==> src/design/deq_pkg.sv <==
package deq_pkg;

   localparam int WORD_W = 32;
   localparam int KIND_W = 2;
   localparam int FILL_W = 5;
   localparam int STAT_W = 2;

   typedef enum logic [KIND_W-1:0] {
      KIND_PUSH_FRONT = 2'd0,
      KIND_PUSH_BACK  = 2'd1,
      KIND_POP_FRONT  = 2'd2,
      KIND_POP_BACK   = 2'd3
   } deq_kind_type;

   typedef enum logic [STAT_W-1:0] {
      ST_DONE      = 2'd0,
      ST_EMPTY_POP = 2'd1,
      ST_FULL_PUSH = 2'd2
   } deq_status_type;

   typedef struct packed {
      logic               valid;
      logic signed [WORD_W-1:0] data;
   } deq_link_type;

   typedef struct packed {
      logic               en;
      deq_kind_type       kind;
      logic signed [WORD_W-1:0] value;
   } deq_ctrl_type;

endpackage

==> src/design/deq_cell.sv <==
module deq_cell import deq_pkg::*; (
   input  logic         clock,
   input  logic         reset,
   input  deq_ctrl_type ctrl,
   input  deq_link_type left,
   input  deq_link_type right,
   output deq_link_type own
);

   logic                     valid_ff, valid_in;
   logic signed [WORD_W-1:0] data_ff, data_in;

   always_comb begin
      valid_in = valid_ff;
      data_in  = data_ff;
      if (ctrl.en) begin
         case (ctrl.kind)
            KIND_PUSH_FRONT: begin
               valid_in = left.valid;
               data_in  = left.data;
            end
            KIND_PUSH_BACK: begin
               if (!valid_ff && left.valid) begin
                  valid_in = 1'b1;
                  data_in  = ctrl.value;
               end
            end
            KIND_POP_FRONT: begin
               valid_in = right.valid;
               data_in  = right.data;
            end
            KIND_POP_BACK: begin
               if (valid_ff && !right.valid) begin
                  valid_in = 1'b0;
               end
            end
            default: begin
               valid_in = valid_ff;
            end
         endcase
      end
   end

   always_ff @(posedge clock) begin
      if (reset) begin
         valid_ff <= 1'b0;
      end else begin
         valid_ff <= valid_in;
      end
   end

   always_ff @(posedge clock) begin
      data_ff <= data_in;
   end

   assign own.valid = valid_ff;
   assign own.data  = data_ff;

endmodule

==> config.mk <==
export PLATFORM = sky130hd
export DESIGN_NAME = deq_cell
export DESIGN_NICKNAME = d
export VERILOG_FILES = /design/src/design/deq_pkg.sv /design/src/design/deq_cell.sv
export SDC_FILE = /design/constraint.sdc
export NUM_CORES = 1
export LEC_CHECK = 0
export BUFFER_PORTS_ARGS = -buffer_cell sky130_fd_sc_hd__buf_4
export CAP_MARGIN = 20
export CORE_ASPECT_RATIO = 0.9
export CORE_MARGIN = 5
export CORE_UTILIZATION = 30
export CTS_CLUSTER_SIZE = 8
export DETAILED_ROUTE_END_ITERATION = 12
export PLACE_DENSITY = 0.63
export SLEW_MARGIN = 25
export SYNTH_ARGS = -nofsm -noshare
export SYNTH_HDL_FRONTEND = slang
export SYNTH_SLANG_ARGS = --single-unit
==> constraint.sdc <==
create_clock -name clock -period 5.54 [get_ports clock]
set_input_delay 0.277 -clock clock [delete_from_list [all_inputs] [get_ports clock]]
set_output_delay 0.277 -clock clock [all_outputs]
set_load 0.01 [all_outputs]
==> metrics.md <==
| Metric | Value |
|---|---|
| Status | `completed` |
| Post-Route WL | `5260 um` |
| Setup CP Type | `input pin to register` |
| Hold Path Class | `input pin to register` |
| Mapped Area | `approximately 1700 sq um` |
| Number of max-cap violations | `0` |
| RSZ-0062 raised after global routing | `false` |
| CP cell instances | `buf_4, inv_1, ha_1, buf_4, a22oi_1, a21oi_1` |
| Vias in the first global route | `between 1500 and 2000` |
| Clock power frac | `between 30 and 40%` |
| CTS clk-pin slew, worst paths | `0.07 ns` |
| Seq cells post-synth | `33` |
| Post-synthesis sequential area ratio | `56.8%` |
| Syn_area_per_cell | `10.6 sq um` |
| Buf/Inv on CP | `3` |
| CTS hold repair buffers | `0` |
| Post-synthesis compound-gate area fraction | `approximately a quarter` |
| Crit path top cell by count | `buf_4` |
| Drc violations | `0` |
| Die Width | `90.0 um` |
| Avg WL per Cell | `14.4 um` |
| I/O pins | `136` |
| Core Region | `5630 sq um` |
| Fraction of power spent switching nets | `between 20% and 30%` |
| Vias/cell | `between 4 and 5` |
| Slew at the pin with the worst max-slew slack | `0.627 ns` |
| Critical Path Sink Type | `register` |
| Crit-path max FO | `17` |
| Pin count of the biggest net entering global routing | `65` |
| Root Buffer | `clkbuf_8` |
| Congestion Overflow GR | `0` |
| Post-Syn Nets | `271` |
| Adder-Cell Fraction of Synth Area | `3.62%` |
| Switching power | `167 uW` |
| Pwr Density | `approximately 240 nW/um^2` |
| Std-Cell Rows | `26` |
| Final Critical Period | `roughly 1.6 ns` |
| Post-CTS Resized | `0` |
| CTS tree | `built` |
| H-tree depth | `2` |
| Post-DP HPWL | `3990 um` |
| Final hold vios | `0` |
| Total CTS buffers | `5` |
| DRT antenna net count | `0` |
| NumNets Final | `401` |
| Total setup buffers inserted after CTS | `0` |
| GPL Wtd Cong | `0.804` |
| Setup Viol. Count Final | `0` |
| Peak VDD IR | `0.106 mV` |
| Pint | `535 uW` |
| DR vias | `1703` |
| Mux cell area share after synthesis | `0%` |
| First-pass GRT wire length | `7840 um` |
| Max_slew headroom | `58.1%` |
| Synth-to-Final Area Change | `69.1%` |
| Die Ht | `just over 80 um` |
| Most frequent cells in the layout | `buf_4 (137), a22oi_1 (32), nor2_1 (32), a21oi_1 (32), edfxtp_1 (32)` |
| FMAX | `0.626 GHz` |
| Iter 0 DRT Violations | `80` |
| Slew Limit Fails | `0` |
| All-layer global routing usage | `a little over an eighth` |
| Comb pwr share | `24.9%` |
| # clock sinks | `33` |
| Crit-path max cell delay | `0.58 ns` |
| Layout cells sized above 1 | `50.0%` |
| Final period utilization | `about 29%` |
| Worst path top cell family by delay | `adder cells` |
| Clock latency on the worst-skew pair | `0.28 ns` |
| Full die area | `7370 sq um` |
| Hold WS | `0.313 ns` |
| Startpoint Class | `input pin` |
| Initial antenna violation count | `0` |
| Simple-gate portion of the synthesized area | `approximately 9%` |
| Drt pass-1 iters | `4` |
| Crit-path slowest cell | `ha_1` |
| Largest family of logic cells by synthesized area | `compound AO/OA/AOI/OAI gates` |
| R2R Setup Slk | `3.98 ns` |
| Setup TNS | `0 ns` |
| Static Leak | `0.00129 uW` |
| Xor and xnor area share after synthesis | `0%` |
| Data arrival, critical path | `about 1.7 ns` |
| Post-Synthesis Cells | `163` |
| Starting Density | `30.7%` |
| Clock Tree Buf Depth | `2` |
| YS warnings | `0` |
| Setup Skew | `0.00378 ns` |
| I/O Buffers | `135` |
| Most common cell after layout, fill and taps aside | `buf_4` |
| Required @ worst endpoint | `5.67 ns` |
| Cell variety after synth | `19` |
| Share of total power in sequential cells | `44.1%` |
| Antenna Cells | `0` |
## registers in the layout, indices dropped and copies added, names as in the netlist
register  count
data_ff      32
valid_ff      1
## routing by layer
metal / wire length, um / share of wire [%] / vias to the layer above / track usage, %
li1: - / - / 873 / -
met1: 2110 / 40 / 754 / 15.0
met2: 2660 / 51 / 74 / 23.3
met3: 442 / 8.4 / 2 / 5.68
met4: 41 / 0.78 / 0 / 4.46
met5: 0 / 0 / - / 0
## through the flow
| stage | util (%) | worst slack [ns] | cells | power [uW] | instance area [sq um] |
|---|---|---|---|---|---|
| 6_report | 51.9 | 3.94 | 364 | 702 | 2920 |
| 5_1_grt | 51.9 | 3.80 | 364 | 742 | 2920 |
| 4_1_cts | 51.2 | 3.77 | 363 | 710 | 2880 |
| 3_5_place_dp | 49.3 | 3.53 | 355 | 489 | 2780 |
| 3_3_place_gp | 49.3 | 3.55 | 355 | 485 | 2780 |
| 2_1_floorplan | - | 2.88 | 163 | 391 | 1730 |
## cell families (layout without fill, tap and decap cells)
family	count (synthesis)	after routing
flip-flops	33	33
AND/OR/NAND/NOR	39	39
AO/OA/AOI/OAI	68	68
adder cells (fa/ha/maj)	5	5
buffers and inverters	18	149
## synthesized netlist by cell type
master    number  area [sq um]
nand2b_1       3          18.8
nor2_1        32           120
a21oi_1       33           165
nor2b_1        1          6.26
buf_2         10          50.1
ha_1           5          62.6
buf_4          1          7.51
edfxtp_1      32           961
inv_1          3          11.3
a211o_1        1          8.76
a31oi_1        1          6.26
buf_6          1          11.3
a22oi_1       32           240
buf_1          2          7.51
clkbuf_1       1          3.75
a211oi_2       1          12.5
nor3_1         2          10.0
dfxtp_1        1          20.0
nand2_1        1          3.75
## tightest hold or removal path: cells and delay by family
kind,cells,cell delay (ns)
compound gates,1,0.09
buf+inv,1,0.08
simple gates,1,0.03
## path summary, 6_finish.rpt
| check | startpoint | endpoint | cells after the start |
|---|---|---|---|
| hold / removal | left[11] | data_ff[11] | 3 |
| setup / recovery | ctrl[33] | data_ff[24] | 6 |
| setup reg to reg | valid_ff | data_ff[7] | 3 |
| hold reg to reg | valid_ff | valid_ff | 3 |
## power groups by stage
| stage | combinational (uW) | clock (uW) | sequential, uW |
|---|---|---|---|
| 2_1_floorplan | 63.8 | 0 | 327 |
| 4_1_cts | 174 | 226 | 310 |
| 3_5_place_dp | 174 | 0 | 316 |
| 3_3_place_gp | 170 | 0 | 315 |
| 6_report | 175 | 218 | 310 |
| 5_1_grt | 193 | 237 | 311 |
## area by class of cell
class,count,area (sq um)
clock buffers,6,72.6
inverters,3,11.3
well taps,70,87.6
clock inverters,2,33.8
fillers,544,2710
flip-flops and latches,33,981
repair buffers,138,1060
multi-input cells,112,678
No activity file was read; power rests on OpenSTA's default activity.
